--- src/design/assert_macros.svh ---
// Assertion macros shared by the resampler RTL.
// Depends on a clock named clk and an active-low reset named arst_n in the including module.
`ifndef ASSERT_MACROS_SVH
`define ASSERT_MACROS_SVH
`ifndef SYNTHESIS
`define PHR_ASSERT_IMPLY(lbl, ante, cons, msg) \
	lbl: assert property (@(posedge clk) disable iff (!arst_n) (ante) |-> (cons)) \
		else $error(msg);
`define PHR_ASSERT_NEXT(lbl, ante, cons, msg) \
	lbl: assert property (@(posedge clk) disable iff (!arst_n) (ante) |=> (cons)) \
		else $error(msg);
`else
`define PHR_ASSERT_IMPLY(lbl, ante, cons, msg)
`define PHR_ASSERT_NEXT(lbl, ante, cons, msg)
`endif
`endif

--- src/design/phr_pkg.sv ---
// Package for the peak-hold display resampler: widths, codes, beat types and helpers.
// Used by phr_div, peak_hold_display_resampler, resampler_checker and testbench; depends on nothing.
package phr_pkg;

	localparam int MAX_SAMPLES = 4096;
	localparam int SAMPLE_BITS = 16;
	localparam int ADDR_W      = $clog2(MAX_SAMPLES);
	localparam int CNT_W       = ADDR_W + 1;
	localparam int NUM_W       = 2 * ADDR_W;
	localparam int DIV_W       = ADDR_W + SAMPLE_BITS;
	localparam int DVSR_W      = ADDR_W;
	localparam int PROD_W      = SAMPLE_BITS + ADDR_W + 2;
	localparam int DCNT_W      = $clog2(DIV_W);

	localparam logic CMD_WRITE = 1'b0;
	localparam logic CMD_READ  = 1'b1;

	localparam logic STATUS_OK    = 1'b0;
	localparam logic STATUS_RANGE = 1'b1;

	localparam logic CFG_INPUT_COUNT  = 1'b0;
	localparam logic CFG_OUTPUT_COUNT = 1'b1;

	localparam logic [CNT_W-1:0] INPUT_COUNT_RST  = CNT_W'(4096);
	localparam logic [CNT_W-1:0] OUTPUT_COUNT_RST = CNT_W'(1024);

	typedef struct packed {
		logic                          cmd;
		logic [ADDR_W-1:0]             position;
		logic signed [SAMPLE_BITS-1:0] sample;
	} phr_in_t;

	typedef struct packed {
		logic signed [SAMPLE_BITS-1:0] value;
		logic                          status;
	} phr_out_t;

	typedef struct packed {
		logic              start;
		logic [DIV_W-1:0]  dividend;
		logic [DVSR_W-1:0] divisor;
	} phr_div_req_t;

	typedef struct packed {
		logic              done;
		logic              busy;
		logic [DIV_W-1:0]  quotient;
		logic [DVSR_W-1:0] remainder;
	} phr_div_rsp_t;

	function automatic logic [CNT_W-1:0] eff_count(input logic [CNT_W-1:0] c);
		logic [CNT_W-1:0] r;
		r = c;
		if (c < CNT_W'(2)) begin
			r = CNT_W'(2);
		end else if (c > CNT_W'(MAX_SAMPLES)) begin
			r = CNT_W'(MAX_SAMPLES);
		end
		return r;
	endfunction

endpackage

--- src/design/phr_div.sv ---
// Restoring unsigned divider, one quotient bit per cycle.
// Depends on phr_pkg and assert_macros.svh.
`include "assert_macros.svh"

module phr_div import phr_pkg::*; (
	input  logic         clk,
	input  logic         arst_n,
	input  phr_div_req_t req,
	output phr_div_rsp_t rsp
);

	logic [DIV_W-1:0]  quo_q;
	logic [DVSR_W-1:0] rem_q;
	logic [DVSR_W-1:0] dvsr_q;
	logic [DCNT_W-1:0] cnt_q;
	logic              busy_q;
	logic              done_q;
	logic [DVSR_W:0]   trial;
	logic              ge;
	logic [DVSR_W:0]   diff;

	assign trial = {rem_q, quo_q[DIV_W-1]};
	assign ge    = trial >= {1'b0, dvsr_q};
	assign diff  = trial - {1'b0, dvsr_q};

	always_ff @(posedge clk or negedge arst_n) begin
		if (!arst_n) begin
			quo_q  <= '0;
			rem_q  <= '0;
			dvsr_q <= '0;
			cnt_q  <= '0;
			busy_q <= 1'b0;
			done_q <= 1'b0;
		end else begin
			done_q <= 1'b0;
			if (req.start && !busy_q) begin
				quo_q  <= req.dividend;
				rem_q  <= '0;
				dvsr_q <= req.divisor;
				cnt_q  <= '0;
				busy_q <= 1'b1;
			end else if (busy_q) begin
				rem_q <= ge ? diff[DVSR_W-1:0] : trial[DVSR_W-1:0];
				quo_q <= {quo_q[DIV_W-2:0], ge};
				cnt_q <= cnt_q + 1'b1;
				if (cnt_q == DCNT_W'(DIV_W - 1)) begin
					busy_q <= 1'b0;
					done_q <= 1'b1;
				end
			end
		end
	end

	assign rsp.done      = done_q;
	assign rsp.busy      = busy_q;
	assign rsp.quotient  = quo_q;
	assign rsp.remainder = rem_q;

	`PHR_ASSERT_IMPLY(a_start_idle, req.start, !busy_q, "divider started while busy")
	`PHR_ASSERT_IMPLY(a_rem_bound, done_q, rem_q < dvsr_q, "remainder not below divisor")
	`PHR_ASSERT_NEXT(a_done_pulse, done_q, !done_q, "divider done held longer than a cycle")

endmodule

--- config.mk ---
export PLATFORM = sky130hd
export DESIGN_NAME = phr_div
export DESIGN_NICKNAME = d
export VERILOG_FILES = /design/src/design/phr_pkg.sv /design/src/design/phr_div.sv
export VERILOG_INCLUDE_DIRS = /design/src /design/src/design
export SDC_FILE = /design/constraint.sdc
export NUM_CORES = 1
export LEC_CHECK = 0
export ABC_AREA = 0
export BUFFER_PORTS_ARGS = -buffer_cell sky130_fd_sc_hd__buf_2
export CAP_MARGIN = 10
export CELL_PAD_IN_SITES_DETAIL_PLACEMENT = 0
export CELL_PAD_IN_SITES_GLOBAL_PLACEMENT = 1
export CORE_MARGIN = 8
export CORE_UTILIZATION = 35
export DETAILED_ROUTE_END_ITERATION = 7
export PLACE_DENSITY_LB_ADDON = 0.08
export SLEW_MARGIN = 20
export SYNTH_ARGS = -nofsm -noshare
export SYNTH_HDL_FRONTEND = slang
export SYNTH_SLANG_ARGS = --single-unit
--- constraint.sdc ---
create_clock -name clk -period 2.3 [get_ports clk]
set_input_delay 0.345 -clock clk [delete_from_list [all_inputs] [get_ports clk]]
set_output_delay 0.345 -clock clk [all_outputs]
set_load 0.005 [all_outputs]
==> reports/qor.yml, run 1 <==
outcome: "finished clean"
async_flop_share_pct: 100
area_delta_synth_final_pct: 23.2
drcViolationCount: 0
power.leakage_nw: 1.97
tns_ps: 0
cts_buffer_depth: 2
cp-start-kind: "flop"
synthMuxAreaShare_pct: 9.25
ys_warn_count: 0
clock_skew_ps: 6.51
synth_top_family_by_area: "compound AO/OA/AOI/OAI gates"
cts_root_buf: "clkbuf_8"
post-route-util_pct: 44.0
post-place-ws_ps: 131
synth-simple-area-share_pct: 15.1
ir_drop_v: 0.000633
die_height_um: 113
grt_setup_unrepaired: "false"
hold_slack_ps: 203
vias: 2793
placed_cell_area_um2: 3840
dr.pass1.iters: 4
final_cell_area_um2: 4030
synth-seq-cells: 59
synth_xor_area_share_pct: 2.68
critPathKind: "reg -> reg"
setup_ws_ps: 116
r2r_cells: 9
cts.sink_count: 59
syn_inst: 344
grt_max_degree: 60
p_per_area_nw_per_um2: 1710
tightest_slew_ps: 467
seqCellArea_um2: 1480
timing.rr.end: "rem_q[8]$_DFFE_PN0P_"
core_um2: 9150
drv_slew: 0
cts_buffers: 9
totalWireLength_um: 8720
maxCapViolCount: 0
synth_edf_count: 0
slew-limit-headroom_pct: 68.9
synthFlopType: "dfrtp_1"
crit_end: "rem_q[8]$_DFFE_PN0P_"
mappedNetlistNets: 401
syn-mean-instance-area_um2: 9.51
ant_nets: 0
cts_tree: "done"
synth_adder_area_share_pct: 5.58
hold_violations: 0
syn_area_um2: 3270
power_mw: 6.90
final.min_clock_period_ps: 2180
synth-compound-area-share_pct: 17.5
end_kind: "flop"
period_share_pct: 95.0
diodes: 0
grt_remaining_overflow: 0
pin_count: 85
clk_latency_ps: 340
final-setup-viol-count: 0
ys_types: 52
dp.cells: 531
min_path_cells: 3
crit_fanout: 3
final_nets: 489
seq_area_frac_synth_pct: 45.1
die_width_um: 113
h-tree-depth: 3
grt_pass1_wl_um: 15000
grt_antenna_before_repair: 0
path_clk_slew_ps: 70
hold_class: "in -> reg"
critPathArrivalTime_ps: 2440
hold_path.startpoint: "req[10]"
crit_path_start: "quo_q[27]$_DFFE_PN0P_"
viasPerCell: 5.11
port_buffers: 84
multi_input_area_um2: 1640
fmax_mhz: 458
worst_r2r_startpoint: "quo_q[27]$_DFFE_PN0P_"
row_count: 35
dp_hpwl_um: 6410
grt_pass1_vias: 2920
grt_use_total_pct: 14.6
nFillCells: 921
drive_gt1_share_pct: 27.5
routabilityCongestion: 0.786
r2r_slack_ps: 120
start_util_pct: 35.7
critPathRequiredTime_ps: 2560
wl_per_cell_um: 15.9
layout.cells.non_filler: 547
dieArea_um2: 12700
drtIter0Drc: 132
[layout by cell type, fill, tap and decap left out, types with 3 or more instances in the layout]
master,n
buf_2,84
nand2_1,61
dfrtp_1,58
o21ai_0,45
mux2i_1,28
inv_1,18
o211ai_1,16
ha_1,13
buf_4,10
nor2_1,9
clkbuf_8,9
xnor2_1,7
a21oi_1,6
nand4_1,6
nand3_1,5
nor2b_1,5
nor3_1,4
a22o_1,4
clkinv_2,4
xor2_1,3
o21a_1,3
[timing repair]
item | CTS | global route
hold buffers | 0 | 1
setup buffers | 0 | 0
gates resized for setup | 0 | 0
endpoints found under the hold margin | 0 | 1
[worst max-delay path, stage by stage, from the launching register on]
cell and delay, ps:
dfrtp_1 350, inv_1 40, ha_1 230, fa_1 410
nor2b_1 240, o2111ai_1 160, a41oi_1 270, nor2_1 90
xor2_1 150, o211ai_1 160
[cell type report]
| cell class | instances | share of cell area [%] |
|---|---|---|
| clock buffers | 9 | 3.07 |
| clock inverters | 6 | 1.43 |
| inverters | 18 | 1.68 |
| multi-input cells | 248 | 40.7 |
| flip-flops and latches | 59 | 36.7 |
| well taps | 111 | 3.45 |
| repair buffers | 96 | 13.0 |
[layer usage]
layer	routed length [um]	vias to the layer above	global-route usage [%]
met1	4210	1300	19.1
met2	3680	94	21.2
met5	0	-	0
met3	726	8	6.01
li1	-	1391	-
met4	96	0	4.86
[cell usage after synthesis (2+ instances only)]
| cell | count | share of area (%) |
|---|---|---|
| mux2i_1 | 28 | 8.6 |
| buf_4 | 2 | 0.46 |
| dfrtp_1 | 59 | 45 |
| a21oi_1 | 6 | 0.92 |
| buf_2 | 2 | 0.31 |
| nand3_1 | 5 | 0.76 |
| nor2b_1 | 5 | 0.96 |
| mux2_2 | 2 | 0.69 |
| o211ai_1 | 16 | 3.7 |
| nor2_1 | 9 | 1.0 |
| nand3b_1 | 2 | 0.46 |
| buf_1 | 2 | 0.23 |
| inv_1 | 18 | 2.1 |
| clkbuf_1 | 12 | 1.4 |
| a22o_1 | 4 | 1.1 |
| o21a_1 | 3 | 0.69 |
| ha_1 | 13 | 5.0 |
| nor3b_1 | 2 | 0.46 |
| xnor2_1 | 7 | 1.9 |
| nand2_1 | 61 | 7.0 |
| o21ai_0 | 45 | 6.9 |
| nand4_1 | 6 | 1.1 |
| nor3_1 | 4 | 0.61 |
| xor2_1 | 3 | 0.80 |
[kinds of logic (layout without fill, tap and decap cells)]
group           count (synthesis)  after routing
simple gates                  105            105
compound gates                 89             89
flops                          59             59
buf+inv                        37            129
mux                            30             30
fa+ha+maj                      14             14
xor+xnor                       10             10
[power breakdown]
group / switching, mW / internal (mW) / total, mW
registers: 0.415 / 1.60 / 2.01
clock network: 0.418 / 0.486 / 0.903
logic: 2.14 / 1.85 / 3.98
[state kept, by name, summed over array words and instances, names as in the netlist]
name    flops
rem_q      12
dvsr_q     12
busy_q      1
quo_q      28
done_q      1
cnt_q       5
[how the worst min path moves through the flow]
| stage | endpoint | slack [ps] |
|---|---|---|
| 2_1_floorplan | busy_q$_DFF_PN0_ | 50 |
| 3_3_place_gp | quo_q[21]$_DFFE_PN0P_ | 380 |
| 3_5_place_dp | quo_q[21]$_DFFE_PN0P_ | 380 |
| 4_1_cts | quo_q[21]$_DFFE_PN0P_ | 10 |
| 5_1_grt | dvsr_q[7]$_DFFE_PN0P_ | 180 |
| 6_report | dvsr_q[10]$_DFFE_PN0P_ | 200 |
Note: power is estimated with default switching activity, not from simulation.
==> inputs of run 2 (changes only) <==
--- a/config.mk
+++ b/config.mk
@@ -7,13 +7,13 @@
 export NUM_CORES = 1
 export LEC_CHECK = 0
 export ABC_AREA = 0
-export BUFFER_PORTS_ARGS = -buffer_cell sky130_fd_sc_hd__buf_2
 export CAP_MARGIN = 10
 export CELL_PAD_IN_SITES_DETAIL_PLACEMENT = 0
 export CELL_PAD_IN_SITES_GLOBAL_PLACEMENT = 1
 export CORE_MARGIN = 8
 export CORE_UTILIZATION = 35
 export DETAILED_ROUTE_END_ITERATION = 7
+export DONT_BUFFER_PORTS = 1
 export PLACE_DENSITY_LB_ADDON = 0.08
 export SLEW_MARGIN = 20
 export SYNTH_ARGS = -nofsm -noshare
==> run 2 against run 1 <==
Effect of this change: clock-buffer cell count is 1 higher; utilization is 3.5 points lower; via count is 11% lower; critical path depth is 2 lower; routed wire length is 3.5% lower; highest routed layer unchanged.
==> reports/qor.yml, run 2 (synthesized netlist as in run 1, its figures left out) <==
outcome: "finished clean"
grt_pass1_wl_um: 13600  # -9.1%
final_cell_mix: "61 x nand2_1, 58 x dfrtp_1, 45 x o21ai_0"
diodes: 0  # unchanged
dieArea_um2: 12700  # unchanged
hold_class: "in -> reg"
power.leakage_nw: 1.67  # -15%
path_clk_slew_ps: 70  # about the same
end_kind: "flop"
grt_setup_unrepaired: "false"
cp-start-kind: "flop"
period_share_pct: 95.4  # +0.48 points
die_width_um: 113  # unchanged
clock_skew_ps: 8.28  # +1.77 ps
viasPerCell: 5.29  # +3.6%
final-setup-viol-count: 0  # unchanged
critPathKind: "reg -> reg"
dr.pass1.iters: 4  # unchanged
largest_register_ffs: 28  # unchanged
maxCapViolCount: 0  # unchanged
hold_violations: 0  # unchanged
cts.sink_count: 59  # unchanged
final_common_cell: "nand2_1"
vias: 2481  # -11%
die_height_um: 113  # unchanged
ant_nets: 0  # unchanged
drive_gt1_share_pct: 12.6  # -15 points
final_nets: 410  # -16%
start_util_pct: 35.7  # unchanged
cts_setup_buffers: 0  # unchanged
clk_latency_ps: 340  # about the same
drv_slew: 0  # unchanged
reg_top3: "quo_q: 28 flops, dvsr_q: 12 flops, rem_q: 12 flops"
top_register: "quo_q"
row_count: 35  # unchanged
crit_fanout: 8  # +5
slew-limit-headroom_pct: 76.4  # +7.5 points
final_cell_area_um2: 3710  # -7.9%
cts_tree: "done"
cts_root_buf: "clkbuf_8"
totalWireLength_um: 8410  # -3.5%
slowest_stage: "dfrtp_1"
drcViolationCount: 0  # unchanged
setup_ws_ps: 105  # -11.0 ps
pin_count: 85  # unchanged
dp_hpwl_um: 5970  # -6.9%
core_um2: 9150  # unchanged
grt_use_total_pct: 13.4  # -1.2 points
area_delta_synth_final_pct: 13.5
cts_buffer_depth: 2  # unchanged
grt_pass1_vias: 2565  # -12%
critPathArrivalTime_ps: 2410  # -30 ps
grt_antenna_before_repair: 0  # unchanged
slowest_delay_ps: 440  # +30 ps
cts_buffers: 9  # unchanged
tns_ps: 0  # unchanged
tightest_slew_ps: 355  # -112 ps
h-tree-depth: 3  # unchanged
critPathRequiredTime_ps: 2510  # -50 ps
wl_per_cell_um: 17.9  # +13%
crit_chain: "ha_1 -> a21oi_2 -> a21oi_1 -> a211oi_2 -> o21ba_2 -> nor2_4 -> a311o_1"
drtIter0Drc: 175  # +33%
ir_drop_v: 0.000543  # -14%
power_mw: 6.82  # -1.2%
port_buffers: 0  # -100%
grt_remaining_overflow: 0  # unchanged
p_per_area_nw_per_um2: 1840  # +7.3%
post-place-ws_ps: 105  # -25.5 ps
fmax_mhz: 456  # -0.50%
placed_cell_area_um2: 3440  # -10%
grt_max_degree: 60  # unchanged
final.min_clock_period_ps: 2200  # +11.0 ps
routabilityCongestion: 0.778  # -1.1%
[run 2: cell count changes in the layout (fill, tap and decap cells not counted), sizes merged]
cell / previous run / this run
buf: 95 / 16
clkinv: 4 / 2
bufinv: 1 / 2
clkbuf: 9 / 10
clkinvlp: 1 / 2
[run 2: path summary, 6_finish.rpt]
path                                       startpoint  slack [ps]                     to  cells after the start
max in group asynchronous                      arst_n        1500   rem_q[1]$_DFFE_PN0P_                      2
worst min register to register  dvsr_q[0]$_DFFE_PN0P_         520  dvsr_q[0]$_DFFE_PN0P_                      1
worst max-delay path             rem_q[3]$_DFFE_PN0P_         100   rem_q[0]$_DFFE_PN0P_                      7
worst min-delay path                           req[9]         120  dvsr_q[9]$_DFFE_PN0P_                      2
min in group asynchronous                      arst_n         540  quo_q[19]$_DFFE_PN0P_                      2
worst max register to register   rem_q[3]$_DFFE_PN0P_         100   rem_q[0]$_DFFE_PN0P_                      7
[run 2: power breakdown]
group | total [mW] | leakage, nW | internal [mW] | switching [mW]
clock | 1.09 | 0.108 | 0.639 | 0.450
combinational | 3.63 | 0.860 | 1.66 | 1.97
sequential | 2.10 | 0.703 | 1.60 | 0.503
total | 6.82 | 1.67 | 3.89 | 2.93
[run 2: cell type report]
type | instances | area, um^2
clock buffer | 10 | 138
clock inverter | 6 | 88.8
fill | 914 | 5440
inverter | 18 | 67.6
multi-input combinational | 248 | 1650
sequential | 59 | 1480
tap | 111 | 139
timing repair buffer | 17 | 150
[run 2: stage by stage]
step | utilization (%) | hold slack (ps) | instances
after floorplan | - | 49.4 | 344
after global routing | 40.6 | 123 | 469
after CTS | 40.4 | 103 | 469
final | 40.6 | 124 | 469
after detailed placement | 37.5 | 51.3 | 451
after global placement | 37.5 | 51.3 | 451
[run 2: repair_timing]
action	in CTS	in global routing
resized for setup	0	3
setup endpoints to repair	0	2
hold endpoints to repair	59	0
hold buffers	2	0
[run 2: worst max-delay path: cells and delay by family (launching register included)]
family,cells,cell delay [ps]
compound gates,5,1130
fa+ha+maj,1,420
flops,1,440
simple gates,1,90
[run 2: layer usage]
layer	GRT usage, %	vias up	share of wire (%)	routed length [um]
li1	-	1231	-	-
met1	17.6	1168	49	4090
met2	19.8	73	43	3620
met3	4.46	9	7.2	608
met4	5.40	0	1.0	86
met5	0	-	0	0
==> inputs of run 3 (changes only) <==
--- a/config.mk
+++ b/config.mk
@@ -14,7 +14,8 @@
 export CORE_UTILIZATION = 35
 export DETAILED_ROUTE_END_ITERATION = 7
 export DONT_BUFFER_PORTS = 1
-export PLACE_DENSITY_LB_ADDON = 0.08
+export PLACE_DENSITY_LB_ADDON = 0.1
+export RECOVER_POWER = 50
 export SLEW_MARGIN = 20
 export SYNTH_ARGS = -nofsm -noshare
 export SYNTH_HDL_FRONTEND = slang
==> run 3 against run 2 <==
Effect of this change: the run now ends with max-capacitance violations, max-slew violations left; global-route usage down 0.19 points; worst hold slack better by 0.56 ps; clock-buffer cell count increased by 2; utilization decreased by 0.71 points; critical path depth is the same; largest power group unchanged; highest routed layer unchanged.
==> reports/qor.yml, run 3 (synthesized netlist as in run 1, its figures left out) <==
cts.sink_count: 59  # unchanged
top_register: "quo_q"
vias: 2547  # +2.7%
tightest_slew_ps: 1510  # +1160 ps
cp-start-kind: "flop"
final_common_cell: "nand2_1"
final_cell_area_um2: 3650  # -1.8%
slowest_stage: "dfrtp_1"
dieArea_um2: 12700  # unchanged
grt_remaining_overflow: 0  # unchanged
totalWireLength_um: 8300  # -1.4%
start_util_pct: 35.7  # unchanged
reg_top3: "quo_q: 28 flops, dvsr_q: 12 flops, rem_q: 12 flops"
die_height_um: 113  # unchanged
tns_ps: 0  # unchanged
post-route-util_pct: 39.8  # -0.71 points
layout.cells.non_filler: 468  # -0.21%
cts_root_buf: "clkbuf_8"
ir_drop_v: 0.000527  # -2.9%
critPathRequiredTime_ps: 2510  # about the same
area_delta_synth_final_pct: 11.5
maxCapViolCount: 1  # +1
grt_pass1_vias: 2502  # -2.5%
core_um2: 9150  # unchanged
slew-limit-headroom_pct: -0.664  # -77 points
dp_hpwl_um: 5920  # -0.83%
seqCellArea_um2: 1480  # unchanged
cts_setup_buffers: 0  # unchanged
pin_count: 85  # unchanged
hold_class: "in -> reg"
drv_slew: 60  # +60
slowest_delay_ps: 430  # about the same
crit_chain: "ha_1 -> a21oi_2 -> a21oi_1 -> a211oi_2 -> o21ba_2 -> nor2_4 -> a311o_1"
viasPerCell: 5.44  # +2.9%
clock_skew_ps: 9.62  # +1.34 ps
drcViolationCount: 0  # unchanged
final-setup-viol-count: 0  # unchanged
multi_input_area_um2: 1650  # about the same
wl_per_cell_um: 17.7  # -1.2%
drive_gt1_share_pct: 12.3  # -0.24 points
routabilityCongestion: 0.742  # -4.6%
critPathKind: "reg -> reg"
grt_setup_unrepaired: "false"
final_nets: 409  # -0.24%
path_clk_slew_ps: 80  # about the same
grt_use_total_pct: 13.2  # -0.19 points
crit_path_start: "rem_q[3]$_DFFE_PN0P_"
outcome: "finished with violations"
nFillCells: 936  # +2.4%
grt_pass1_wl_um: 13400  # -2.0%
cts_buffer_depth: 2  # unchanged
ant_nets: 0  # unchanged
hold_violations: 0  # unchanged
crit_fanout: 8  # unchanged
largest_register_ffs: 28  # unchanged
setup_ws_ps: 129  # +24.3 ps
cts_tree: "done"
h-tree-depth: 3  # unchanged
port_buffers: 0  # unchanged
period_share_pct: 94.4  # -1.1 points
final.min_clock_period_ps: 2170  # -24.3 ps
clk_latency_ps: 330  # about the same
fmax_mhz: 461  # +1.1%
final_cell_mix: "61 x nand2_1, 58 x dfrtp_1, 45 x o21ai_0"
end_kind: "flop"
drtIter0Drc: 180  # +2.9%
post-place-ws_ps: 119  # +13.9 ps
power.leakage_nw: 1.64  # -1.6%
placed_cell_area_um2: 3440  # +0.15%
hold_path.startpoint: "req[6]"
critPathArrivalTime_ps: 2380  # -30 ps
p_per_area_nw_per_um2: 1810  # -1.5%
grt_max_degree: 60  # unchanged
row_count: 35  # unchanged
die_width_um: 113  # unchanged
cts_buffers: 9  # unchanged
grt_antenna_before_repair: 0  # unchanged
dr.pass1.iters: 4  # unchanged
diodes: 0  # unchanged
dp.cells: 450  # -0.22%
violations: "max-capacitance violations, max-slew violations"
worst_r2r_startpoint: "rem_q[3]$_DFFE_PN0P_"
[run 3: cell types whose count changed in the layout (fill, tap and decap cells not counted), sizes merged]
cell,previous run,this run
buf,16,14
bufinv,2,0
clkbuf,10,13
[run 3: routing by layer]
layer,up-vias,share of wire (%),track usage [%]
li1,1227,-,-
met1,1233,46,17.2
met2,79,44,19.7
met3,8,8.4,4.56
met4,0,1.2,5.13
met5,-,0,0
[run 3: path summary, 6_finish.rpt]
| kind | end | slack (ps) | depth (start not counted) |
|---|---|---|---|
| setup / recovery | rem_q[0]$_DFFE_PN0P_ | 130 | 7 |
| hold / removal | dvsr_q[6]$_DFFE_PN0P_ | 120 | 2 |
| max in group asynchronous | busy_q$_DFF_PN0_ | 380 | 2 |
| setup reg to reg | rem_q[0]$_DFFE_PN0P_ | 130 | 7 |
| hold reg to reg | dvsr_q[0]$_DFFE_PN0P_ | 530 | 1 |
| min in group asynchronous | quo_q[22]$_DFFE_PN0P_ | 920 | 2 |
[run 3: area by class of cell]
class                      instances  share of cell area (%)
clock buffer                      12                    4.25
multi-input combinational        248                    45.2
inverter                          18                    1.85
clock inverter                     4                   0.686
tap                              111                    3.81
sequential                        59                    40.5
timing repair buffer              16                    3.64
[run 3: timing repair]
action / in CTS / in global routing
endpoints found under the setup margin: 0 / 3
hold buffers: 2 / 0
endpoints found under the hold margin: 59 / 0
resized for setup: 0 / 4
[run 3: power breakdown]
group | internal [mW] | switching, mW | total (mW)
Combinational | 1.66 | 1.95 | 3.61
Clock | 0.447 | 0.438 | 0.884
Sequential | 1.60 | 0.514 | 2.11
[run 3: worst max-delay path, delay by kind of cell, from the launching register on]
family / cells / cell delay, ps
compound gates: 5 / 1130
simple gates: 1 / 80
fa+ha+maj: 1 / 410
flops: 1 / 430
[run 3: per-stage QoR]
step / power (mW) / hold slack (ps)
5_1_grt: 7.26 / 119
6_report: 6.60 / 125
3_3_place_gp: 5.71 / 51.5
2_1_floorplan: 4.76 / 49.4
3_5_place_dp: 5.70 / 51.8
4_1_cts: 6.66 / 109
